File: src/design/tsp_pkg.sv
// tsp_pkg: shared types, constants and the note pitch function
// used by every module of the tone score player but tsp_div; depends on nothing

package tsp_pkg;

	localparam int QUEUE_DEPTH_DEF = 16;
	localparam int IFQ_DEPTH       = 4;
	localparam int CLK_W           = 25;
	localparam int IN_DATA_W       = 48;
	localparam int OUT_DATA_W      = 8;
	localparam logic [CLK_W-1:0] CLOCK_HZ_RST = 25'd8000000;
	// ms scaling: x / 1000 = (x >> 3) / 125, done as (y * ceil(2^36 / 125)) >> 36,
	// exact for every 29-bit y
	localparam logic [29:0] RECIP_125 = 30'd549755814;

	typedef enum logic [1:0] {
		KIND_TICK = 2'd0,
		KIND_NOTE = 2'd1,
		KIND_TONE = 2'd2,
		KIND_STOP = 2'd3
	} kind_t;

	typedef struct packed {
		kind_t       kind;
		logic        zero_freq;
		logic [7:0]  note;
		logic [7:0]  note_length;
		logic [14:0] frequency;
		logic [15:0] duration_ms;
	} item_t;

	localparam logic [13:0] TONE_TABLE [12] = '{
		14'd8372, 14'd8870, 14'd9397, 14'd9956, 14'd10548, 14'd11175,
		14'd11840, 14'd12544, 14'd13290, 14'd14080, 14'd14917, 14'd15804
	};

	// pitch of a score note: table[n mod 12] >> ((131 - n) / 12)
	// n / 12 done as (n * 171) >> 11, exact over the note range
	function automatic logic [13:0] note_freq(input logic [6:0] n);
		logic [15:0] t1;
		logic [3:0]  q;
		logic [3:0]  r;
		logic [7:0]  m;
		logic [15:0] t2;
		logic [3:0]  sh;
		t1 = {9'b0, n} * 16'd171;
		q  = t1[14:11];
		r  = 4'(n - 7'(q) * 7'd12);
		m  = 8'd131 - {1'b0, n};
		t2 = {8'b0, m} * 16'd171;
		sh = t2[14:11];
		return TONE_TABLE[r] >> sh;
	endfunction

endpackage

File: src/design/tsp_div.sv
// tsp_div: restoring divider, one quotient bit per cycle
// 32-bit dividend by 16-bit divisor; no package dependency

module tsp_div (
	input  logic        clk,
	input  logic        arst_n,
	input  logic        start,
	input  logic [31:0] dividend,
	input  logic [15:0] divisor,
	output logic        done,
	output logic [31:0] quotient
);

	logic [31:0] quo_q;
	logic [15:0] rem_q;
	logic [15:0] dvs_q;
	logic [4:0]  cnt_q;
	logic        busy_q;
	logic        done_q;
	logic [16:0] trial;
	logic        ge;
	logic [15:0] rem_n;

	assign trial = {rem_q, quo_q[31]};
	assign ge    = trial >= {1'b0, dvs_q};
	assign rem_n = ge ? 16'(trial - {1'b0, dvs_q}) : trial[15:0];

	always_ff @(posedge clk or negedge arst_n) begin
		if (!arst_n) begin
			busy_q <= 1'b0;
			done_q <= 1'b0;
			cnt_q  <= '0;
		end else begin
			done_q <= 1'b0;
			if (start) begin
				busy_q <= 1'b1;
				cnt_q  <= '0;
			end else if (busy_q) begin
				cnt_q <= cnt_q + 5'd1;
				if (cnt_q == 5'd31) begin
					busy_q <= 1'b0;
					done_q <= 1'b1;
				end
			end
		end
	end

	always_ff @(posedge clk) begin
		if (start) begin
			quo_q <= dividend;
			rem_q <= '0;
			dvs_q <= divisor;
		end else if (busy_q) begin
			quo_q <= {quo_q[30:0], ge};
			rem_q <= rem_n;
		end
	end

	assign done     = done_q;
	assign quotient = quo_q;

endmodule

File: src/design/tsp_front.sv
// tsp_front: input word queue, classifies each accepted word
// depends on tsp_pkg

module tsp_front (
	input  logic                        clk,
	input  logic                        arst_n,
	input  logic                        s_tvalid,
	output logic                        s_tready,
	input  logic [1:0]                  s_tuser,
	input  logic [tsp_pkg::IN_DATA_W-1:0] s_tdata,
	input  logic                        pop,
	output logic                        item_valid,
	output tsp_pkg::item_t              item
);

	localparam int PW = $clog2(tsp_pkg::IFQ_DEPTH);

	tsp_pkg::item_t fifo_q [tsp_pkg::IFQ_DEPTH];
	logic [PW-1:0]  wr_q;
	logic [PW-1:0]  rd_q;
	logic [PW:0]    cnt_q;
	tsp_pkg::item_t in_item;
	logic           push;

	always_comb begin
		in_item.kind        = tsp_pkg::kind_t'(s_tuser);
		in_item.note        = s_tdata[7:0];
		in_item.note_length = s_tdata[15:8];
		in_item.frequency   = s_tdata[30:16];
		in_item.duration_ms = s_tdata[46:31];
		in_item.zero_freq   = s_tdata[30:16] == 15'd0;
	end

	assign s_tready   = cnt_q != (PW+1)'(tsp_pkg::IFQ_DEPTH);
	assign push       = s_tvalid && s_tready;
	assign item_valid = cnt_q != '0;
	assign item       = fifo_q[rd_q];

	always_ff @(posedge clk or negedge arst_n) begin
		if (!arst_n) begin
			wr_q  <= '0;
			rd_q  <= '0;
			cnt_q <= '0;
		end else begin
			if (push) wr_q <= wr_q + 1'b1;
			if (pop) rd_q <= rd_q + 1'b1;
			case ({push, pop})
				2'b10:   cnt_q <= cnt_q + 1'b1;
				2'b01:   cnt_q <= cnt_q - 1'b1;
				default: cnt_q <= cnt_q;
			endcase
		end
	end

	always_ff @(posedge clk) begin
		if (push) fifo_q[wr_q] <= in_item;
	end

endmodule

File: src/design/tsp_back.sv
// tsp_back: executes words in order: tone timer, score queue, tone setup
// depends on tsp_pkg and tsp_div

module tsp_back #(
	parameter int QUEUE_DEPTH = tsp_pkg::QUEUE_DEPTH_DEF
) (
	input  logic                          clk,
	input  logic                          arst_n,
	input  logic                          cfg_we,
	input  logic [tsp_pkg::CLK_W-1:0]      cfg_wdata,
	input  logic                          item_valid,
	input  tsp_pkg::item_t                item,
	output logic                          pop,
	output logic                          m_tvalid,
	input  logic                          m_tready,
	output logic [tsp_pkg::OUT_DATA_W-1:0] m_tdata
);

	localparam int IW = (QUEUE_DEPTH > 1) ? $clog2(QUEUE_DEPTH) : 1;
	localparam int CW = $clog2(QUEUE_DEPTH + 1);

	typedef enum logic [2:0] {
		S_IDLE, S_FETCH, S_DECODE, S_MUL, S_REC, S_DIVO, S_NORM
	} state_t;

	state_t state_q, state_d;
	logic [tsp_pkg::CLK_W-1:0] clock_hz_q;
	logic [15:0] mem [QUEUE_DEPTH];
	logic [15:0] rd_q;
	logic [IW-1:0] head_q, head_d;
	logic [CW-1:0] count_q, count_d;
	logic [31:0] toggles_q, toggles_d;
	logic [7:0]  top_q, top_d;
	logic [3:0]  pexp_q, pexp_d;
	logic [14:0] pcnt_q, pcnt_d;
	logic [7:0]  per_q, per_d;
	logic        spk_q, spk_d;
	logic        active_q, active_d;
	logic [15:0] f2_q, f2_d;
	logic [15:0] dur_q, dur_d;
	logic [24:0] ocr_q, ocr_d;
	logic [31:0] prod_q, prod_d;
	logic        m_valid_q, m_valid_d;
	logic [tsp_pkg::OUT_DATA_W-1:0] m_data_q, m_data_d;

	logic        out_free, emit, rej, mem_we;
	logic [CW:0] tail_sum;
	logic [IW-1:0] tail;
	logic [IW-1:0] head_inc;
	logic        div_start, div_done;
	logic [31:0] div_dividend, div_q;
	logic [15:0] div_divisor;
	logic [14:0] span, pinc;
	logic [15:0] note_f2;
	logic [58:0] rprod;

	tsp_div u_div (
		.clk      (clk),
		.arst_n   (arst_n),
		.start    (div_start),
		.dividend (div_dividend),
		.divisor  (div_divisor),
		.done     (div_done),
		.quotient (div_q)
	);

	assign out_free = !m_valid_q || m_tready;
	assign tail_sum = (CW+1)'(head_q) + (CW+1)'(count_q);
	assign tail     = (tail_sum >= (CW+1)'(QUEUE_DEPTH)) ?
		IW'(tail_sum - (CW+1)'(QUEUE_DEPTH)) : IW'(tail_sum);
	assign head_inc = (32'(head_q) == QUEUE_DEPTH - 1) ? '0 : head_q + 1'b1;
	assign span     = 15'(1) << (pexp_q - 4'd1);
	assign pinc     = pcnt_q + 15'd1;
	assign note_f2  = {1'b0, tsp_pkg::note_freq(rd_q[14:8]), 1'b0};
	// (dur * f2) / 1000 by reciprocal multiplication
	assign rprod    = 59'(prod_q[31:3]) * 59'(tsp_pkg::RECIP_125);

	always_comb begin
		state_d   = state_q;
		head_d    = head_q;
		count_d   = count_q;
		toggles_d = toggles_q;
		top_d     = top_q;
		pexp_d    = pexp_q;
		pcnt_d    = pcnt_q;
		per_d     = per_q;
		spk_d     = spk_q;
		active_d  = active_q;
		f2_d      = f2_q;
		dur_d     = dur_q;
		ocr_d     = ocr_q;
		prod_d    = prod_q;
		pop       = 1'b0;
		emit      = 1'b0;
		rej       = 1'b0;
		mem_we    = 1'b0;
		div_start = 1'b0;
		div_dividend = '0;
		div_divisor  = '0;
		case (state_q)
			S_IDLE: if (item_valid && out_free) begin
				pop = 1'b1;
				case (item.kind)
					tsp_pkg::KIND_TICK: begin
						emit = 1'b1;
						if (active_q) begin
							if (pinc < span) begin
								pcnt_d = pinc;
							end else begin
								pcnt_d = '0;
								if (per_q != top_q) begin
									per_d = per_q + 8'd1;
								end else begin
									per_d = '0;
									if (toggles_q != '0) begin
										toggles_d = toggles_q - 32'd1;
										if (toggles_q != 32'd1) begin
											spk_d = !spk_q;
										end else begin
											spk_d    = 1'b0;
											active_d = 1'b0;
											if (count_q != '0) begin
												emit    = 1'b0;
												state_d = S_FETCH;
											end
										end
									end
								end
							end
						end
					end
					tsp_pkg::KIND_NOTE: begin
						if (32'(count_q) >= QUEUE_DEPTH) begin
							rej  = 1'b1;
							emit = 1'b1;
						end else begin
							mem_we  = 1'b1;
							count_d = count_q + 1'b1;
							if (!active_q) state_d = S_FETCH;
							else emit = 1'b1;
						end
					end
					tsp_pkg::KIND_TONE: begin
						if (item.zero_freq) begin
							rej  = 1'b1;
							emit = 1'b1;
						end else begin
							head_d  = '0;
							count_d = '0;
							f2_d    = {item.frequency, 1'b0};
							dur_d   = item.duration_ms;
							state_d = S_MUL;
						end
					end
					tsp_pkg::KIND_STOP: begin
						head_d    = '0;
						count_d   = '0;
						active_d  = 1'b0;
						toggles_d = '0;
						spk_d     = 1'b0;
						emit      = 1'b1;
					end
					default: emit = 1'b1;
				endcase
			end
			S_FETCH: state_d = S_DECODE;
			S_DECODE: begin
				head_d  = head_inc;
				count_d = count_q - 1'b1;
				if (rd_q[15]) begin
					// end of score mark
					head_d  = '0;
					count_d = '0;
					emit    = 1'b1;
					state_d = S_IDLE;
				end else if (note_f2 == '0) begin
					active_d = 1'b0;
					emit     = 1'b1;
					state_d  = S_IDLE;
				end else begin
					f2_d    = note_f2;
					dur_d   = {8'b0, rd_q[7:0]} * 16'd10;
					state_d = S_MUL;
				end
			end
			S_MUL: begin
				// divider works out ocr while the toggle count is scaled
				prod_d       = 32'(dur_q) * 32'(f2_q);
				div_start    = 1'b1;
				div_dividend = 32'(clock_hz_q);
				div_divisor  = f2_q;
				state_d      = S_REC;
			end
			S_REC: begin
				toggles_d = 32'(rprod[58:36]) + 32'd1;
				state_d   = S_DIVO;
			end
			S_DIVO: if (div_done) begin
				ocr_d   = div_q[24:0];
				pexp_d  = 4'd1;
				state_d = S_NORM;
			end
			S_NORM: begin
				if (ocr_q > 25'd255 && pexp_q < 4'd15) begin
					ocr_d  = ocr_q >> 1;
					pexp_d = pexp_q + 4'd1;
				end else begin
					if (ocr_q == '0) top_d = 8'd0;
					else if (ocr_q > 25'd256) top_d = 8'd255;
					else top_d = 8'(ocr_q - 25'd1);
					pcnt_d   = '0;
					per_d    = '0;
					active_d = 1'b1;
					emit     = 1'b1;
					state_d  = S_IDLE;
				end
			end
			default: state_d = S_IDLE;
		endcase
		m_valid_d = emit ? 1'b1 : (m_tready ? 1'b0 : m_valid_q);
		m_data_d  = emit ? {rej, 5'(count_d), active_d, spk_d} : m_data_q;
	end

	always_ff @(posedge clk or negedge arst_n) begin
		if (!arst_n) begin
			state_q    <= S_IDLE;
			clock_hz_q <= tsp_pkg::CLOCK_HZ_RST;
			head_q     <= '0;
			count_q    <= '0;
			toggles_q  <= '0;
			top_q      <= '0;
			pexp_q     <= 4'd1;
			pcnt_q     <= '0;
			per_q      <= '0;
			spk_q      <= 1'b0;
			active_q   <= 1'b0;
			m_valid_q  <= 1'b0;
		end else begin
			state_q   <= state_d;
			if (cfg_we) clock_hz_q <= cfg_wdata;
			head_q    <= head_d;
			count_q   <= count_d;
			toggles_q <= toggles_d;
			top_q     <= top_d;
			pexp_q    <= pexp_d;
			pcnt_q    <= pcnt_d;
			per_q     <= per_d;
			spk_q     <= spk_d;
			active_q  <= active_d;
			m_valid_q <= m_valid_d;
		end
	end

	always_ff @(posedge clk) begin
		f2_q     <= f2_d;
		dur_q    <= dur_d;
		ocr_q    <= ocr_d;
		prod_q   <= prod_d;
		m_data_q <= m_data_d;
		rd_q     <= mem[head_q];
		if (mem_we) mem[tail] <= {item.note, item.note_length};
	end

	assign m_tvalid = m_valid_q;
	assign m_tdata  = m_data_q;

`ifndef ASSERT_OFF
	a_count_bound: assert property (@(posedge clk) disable iff (!arst_n)
		32'(count_q) <= QUEUE_DEPTH)
		else $error("score queue count beyond depth");
	a_speaker_idle: assert property (@(posedge clk) disable iff (!arst_n)
		spk_q |-> active_q)
		else $error("speaker high with no tone");
	a_period_bound: assert property (@(posedge clk) disable iff (!arst_n)
		active_q && state_q == S_IDLE |-> per_q <= top_q)
		else $error("period counter past top");
	a_div_done: assert property (@(posedge clk) disable iff (!arst_n)
		div_done |-> state_q == S_DIVO)
		else $error("divider finished outside setup");
	a_pop_free: assert property (@(posedge clk) disable iff (!arst_n)
		pop |-> out_free)
		else $error("word taken with result slot full");
`endif

endmodule

File: src/design/tone_score_player.sv
// tone_score_player: top level of the square-wave tone and score player
// depends on tsp_pkg, tsp_front, tsp_back (which uses tsp_div)
//
// channel   direction  contents
// s_*       in         one word: tuser = kind, tdata = note, note_length, frequency, duration_ms
// m_*       out        one result word per input word: speaker, playing, queued, rejected
// cfg_*     in         write of clock_hz, no read-back
//
// a tick, a refused word, a stop or a queued note with a tone sounding is answered from the idle state
// a direct tone setup runs one multiply, the divider for ocr
//   (the ms scaling by reciprocal multiply runs beside it), then up to 14 prescale steps
// a score note started (queued while idle, or next after a tone ends) adds fetch and decode
//   ahead of the tone setup; an end of score mark passes only fetch and decode
// a four-word input queue lets words arrive while a setup runs
// results wait in an output register; a stall there holds the back end only
// reset clears the score queue and timer at once, no clearing pass

module tone_score_player #(
	parameter int QUEUE_DEPTH = tsp_pkg::QUEUE_DEPTH_DEF
) (
	input  logic                          clk,
	input  logic                          arst_n,
	input  logic                          cfg_we,
	input  logic [tsp_pkg::CLK_W-1:0]      cfg_wdata,   // clock_hz
	input  logic                          s_tvalid,
	output logic                          s_tready,
	input  logic [1:0]                    s_tuser,     // kind
	// note[7:0], note_length[15:8], frequency[30:16], duration_ms[46:31], zero pad
	input  logic [tsp_pkg::IN_DATA_W-1:0]  s_tdata,
	output logic                          m_tvalid,
	input  logic                          m_tready,
	// speaker[0], playing[1], queued[6:2], rejected[7]
	output logic [tsp_pkg::OUT_DATA_W-1:0] m_tdata
);

	tsp_pkg::item_t item;
	logic           item_valid;
	logic           pop;

	// front end: queue and classify incoming words
	tsp_front u_front (
		.clk        (clk),
		.arst_n     (arst_n),
		.s_tvalid   (s_tvalid),
		.s_tready   (s_tready),
		.s_tuser    (s_tuser),
		.s_tdata    (s_tdata),
		.pop        (pop),
		.item_valid (item_valid),
		.item       (item)
	);

	// back end: timer, score queue and setup sequencer
	tsp_back #(
		.QUEUE_DEPTH (QUEUE_DEPTH)
	) u_back (
		.clk        (clk),
		.arst_n     (arst_n),
		.cfg_we     (cfg_we),
		.cfg_wdata  (cfg_wdata),
		.item_valid (item_valid),
		.item       (item),
		.pop        (pop),
		.m_tvalid   (m_tvalid),
		.m_tready   (m_tready),
		.m_tdata    (m_tdata)
	);

endmodule
File: config.mk
export PLATFORM = sky130hd
export DESIGN_NAME = tone_score_player
export DESIGN_NICKNAME = d
export VERILOG_FILES = /design/src/design/tsp_pkg.sv /design/src/design/tsp_div.sv /design/src/design/tsp_front.sv /design/src/design/tsp_back.sv /design/src/design/tone_score_player.sv
export SDC_FILE = /design/constraint.sdc
export NUM_CORES = 2
export LEC_CHECK = 0
export BUFFER_PORTS_ARGS = -buffer_cell sky130_fd_sc_hd__buf_2
export CAP_MARGIN = 20
export CORE_MARGIN = 1.5
export CORE_UTILIZATION = 65
export CTS_BUF_LIST = sky130_fd_sc_hd__clkbuf_8 sky130_fd_sc_hd__clkbuf_16
export DETAILED_ROUTE_END_ITERATION = 6
export GPL_ROUTABILITY_DRIVEN = 0
export PLACE_DENSITY = 0.79
export SYNTH_ARGS = -nofsm -noshare
export SYNTH_HDL_FRONTEND = slang
export SYNTH_HIERARCHICAL = 1
export SYNTH_SLANG_ARGS = --single-unit
File: constraint.sdc
create_clock -name clk -period 9 [get_ports clk]
set_input_delay 1.35 -clock clk [delete_from_list [all_inputs] [get_ports clk]]
set_output_delay 1.35 -clock clk [all_outputs]
set_load 0.01 [all_outputs]
==> metrics.md <==
| Metric | Value |
|---|---|
| Status | `finished, final reports clean` |
| Data required, critical path | `9450 ps` |
| CTS tree | `built` |
| Die area | `88,900 sq um` |
| Worst-margin pin slew | `roughly 1000 ps` |
| Maxcap violations | `0` |
| Max_slew headroom | `31.3%` |
| Yosys Warn Count | `6` |
| Cts repair resizes | `0` |
| Avg Vias per Cell | `around 6` |
| Final worst-path cycle share | `94.4%` |
| Sequential cell area fraction in the yosys report | `38.1%` |
| Most frequent cells in the layout | `inv_1 (774), ha_1 (622), edfxtp_1 (597), fa_1 (470), nand2_1 (383)` |
| Total CTS buffers | `78` |
| Critical Path AT | `8950 ps` |
| Synth cell types | `110` |
| Die W | `298 um` |
| Worst Hold Slack | `484 ps` |
| Crit-path max FO | `7` |
| Unrepaired setup endpoints after global routing | `no` |
| Final net count | `6,108` |
| Slowest CP cell | `a2111oi_0` |
| Post-route insts no fill | `6,159` |
| Row count | `108` |
| Most common cell after layout, fill and taps aside | `inv_1` |
| Global-route wire length before repair | `207 mm` |
| Post-DP HPWL | `roughly 92 mm` |
| Routed Antenna Nets | `0` |
| Hold buffers post-CTS | `0` |
| Initial Util | `65.5%` |
| Post-synth EDFFs | `~600` |
| Most common cell on crit path | `fa_1` |
| Mean Syn Cell Area | `11.7 sq um` |
| Clock sink count | `750` |
| Worst skew pair latency | `680 ps` |
| # fillers | `about 5,900` |
| Initial antenna violation count | `3` |
| Worst min path class | `flop to flop` |
| Syn-to-layout area delta | `8.13%` |
| Buffers added on ports | `88` |
| Share of cells above drive strength 1 | `roughly a tenth` |
| Vias | `37,100` |
| Final setup viols | `0` |
| Post-Syn Instances | `4,836` |
| CTS clk-pin slew, worst paths | `approximately 60 ps` |
| Max Buffers Root-to-Sink | `3` |
| Grt ovf | `0` |
| Largest net degree at the start of global routing | `79` |
| I/O pin total | `90` |
| CTS H-Tree Depth | `3` |
| CP Class | `flop to flop` |
| Gr usage total | `29.7%` |
| TritonRoute pass-1 iters | `6` |
| Crit start category | `flop` |
| Post-CTS setup buffers | `0` |
| Min Clock Period, post-route | `8500 ps` |
| Final Slew Violations | `0` |
| CP Capture Type | `flop` |
| Crit path largest cell delay | `630 ps` |
| # DRC | `0` |
| Number of global-route vias before repair | `38,700` |
| Asr flop ratio synth | `16.1%` |
| Die Ht | `298 um` |
| Routed WL | `~130 mm` |
| Setup TNS | `0 ps` |
| Flops & latches, synth | `750` |
| Placed Instances | `6,011` |
| Initial drt markers | `3,038` |
| Root Driver | `clkbuf_16` |
| Seq. cell area | `21,600 sq um` |
| Main flop type after synthesis | `edfxtp_1` |
| Area occupied by multi-input gates | `between 30,000 and 40,000 sq um` |
| Final Hold Viols | `0` |
| F_max | `0.118 GHz` |
| Layout Skew | `roughly 87 ps` |
| CORE AREA | `slightly below 90,000 sq um` |
| Mapped Area | `56,600 sq um` |
| DR WL/cell | `21.0 um` |
layer usage:
metal	vias to the layer above	routed length, um	part of all wire [%]	GRT usage (%)
met1	18400	52500	41	40.0
li1	16900	-	-	-
met2	1473	62800	49	49.3
met4	2	4760	3.7	10.9
met5	-	11	0.0085	0
met3	289	9130	7.1	4.21
final timing paths:
path	startpoint	endpoint	slack, ps	cells past startpoint
max	u_back/prod_q[22]$_DFFE_PP_	u_back/toggles_q[21]$_DFFE_PN0P_	500	25
min	u_back/toggles_q[26]$_DFFE_PN0P_	u_back/toggles_q[26]$_DFFE_PN0P_	480	1
max reg2reg	u_back/prod_q[22]$_DFFE_PP_	u_back/toggles_q[21]$_DFFE_PN0P_	500	25
min reg2reg	u_back/toggles_q[26]$_DFFE_PN0P_	u_back/toggles_q[26]$_DFFE_PN0P_	480	1
max in group asynchronous	arst_n	u_back/toggles_q[8]$_DFFE_PN0P_	7010	2
min in group asynchronous	arst_n	u_front/rd_q[1]$_DFFE_PN0P_	650	1
flip-flops by register name (all words and copies together), names as in the netlist, 15 cells and up:
signal,cells
u_back/dur_q,16
u_back/ocr_q,25
u_back/u_div/rem_q,16
u_back/prod_q,29
u_back/pcnt_q,15
u_back/u_div/dvs_q,16
u_back/u_div/quotient,32
u_back/toggles_q,32
u_back/mem,256
u_back/rd_q,16
u_front/fifo_q,200
u_back/f2_q,15
u_back/clock_hz_q,25
kinds of logic after synthesis:
| group | synth area share (%) |
|---|---|
| other | 0.00662 |
| flip-flops | 38.1 |
| multiplexers | 6.74 |
| XOR/XNOR | 2.08 |
| adder cells (fa/ha/maj) | 30.4 |
| buffers and inverters | 6.18 |
| AND/OR/NAND/NOR | 8.77 |
| AO/OA/AOI/OAI | 7.72 |
synthesized netlist by cell type (23+ instances only):
library cell	count	share of area [%]
dfxtp_1	32	1.1
a21oi_1	162	1.4
nand2_1	383	2.5
mux2_2	100	2.0
fa_1	470	17
nand4_1	25	0.28
dfrtp_1	113	5.0
xor2_1	50	0.77
and3_1	36	0.40
o21ai_0	193	1.7
and2_1	145	1.6
ha_1	622	14
xnor2_1	80	1.2
nor3_1	50	0.44
inv_1	761	5.0
clkbuf_1	107	0.71
a21o_1	51	0.68
mux2i_1	82	1.4
nand2b_1	29	0.32
nor2_1	177	1.2
edfxtp_1	597	32
a211oi_1	23	0.30
mux4_2	82	3.3
nand3_1	60	0.53
per-stage QoR:
| step | instance area, sq um | util (%) | setup WS (ps) |
|---|---|---|---|
| 2_1_floorplan | 56700 | - | 1500 |
| 3_3_place_gp | 58500 | 67.6 | 679 |
| 3_5_place_dp | 58500 | 67.6 | 561 |
| 4_1_cts | 61200 | 70.8 | 513 |
| 5_1_grt | 61200 | 70.8 | 73.1 |
| 6_report | 61200 | 70.8 | 502 |
area by class of cell:
cell class / count / area share [%]
Timing Repair Buffer: 157 / 1.58
Antenna cell: 2 / 0.00817
Multi-Input combinational cell: 3188 / 51.6
Tap cell: 1155 / 2.36
Clock buffer: 87 / 3.39
Inverter: 761 / 4.66
Sequential cell: 750 / 35.3
Clock inverter: 59 / 1.16
critical path, delay by kind of cell, from the launching register on:
kind | cells | cell delay (ps)
xor gates and xnor gates | 2 | 560
DFF | 1 | 610
and+or+nand+nor | 8 | 1840
AOI/OAI and AO/OA | 2 | 700
adders and majority gates | 9 | 4330
buffers and inverters | 4 | 220
Power is left out: the tool's default activity adds up to more than one toggle a clock period on the data nets, which glitch-free logic cannot reach.
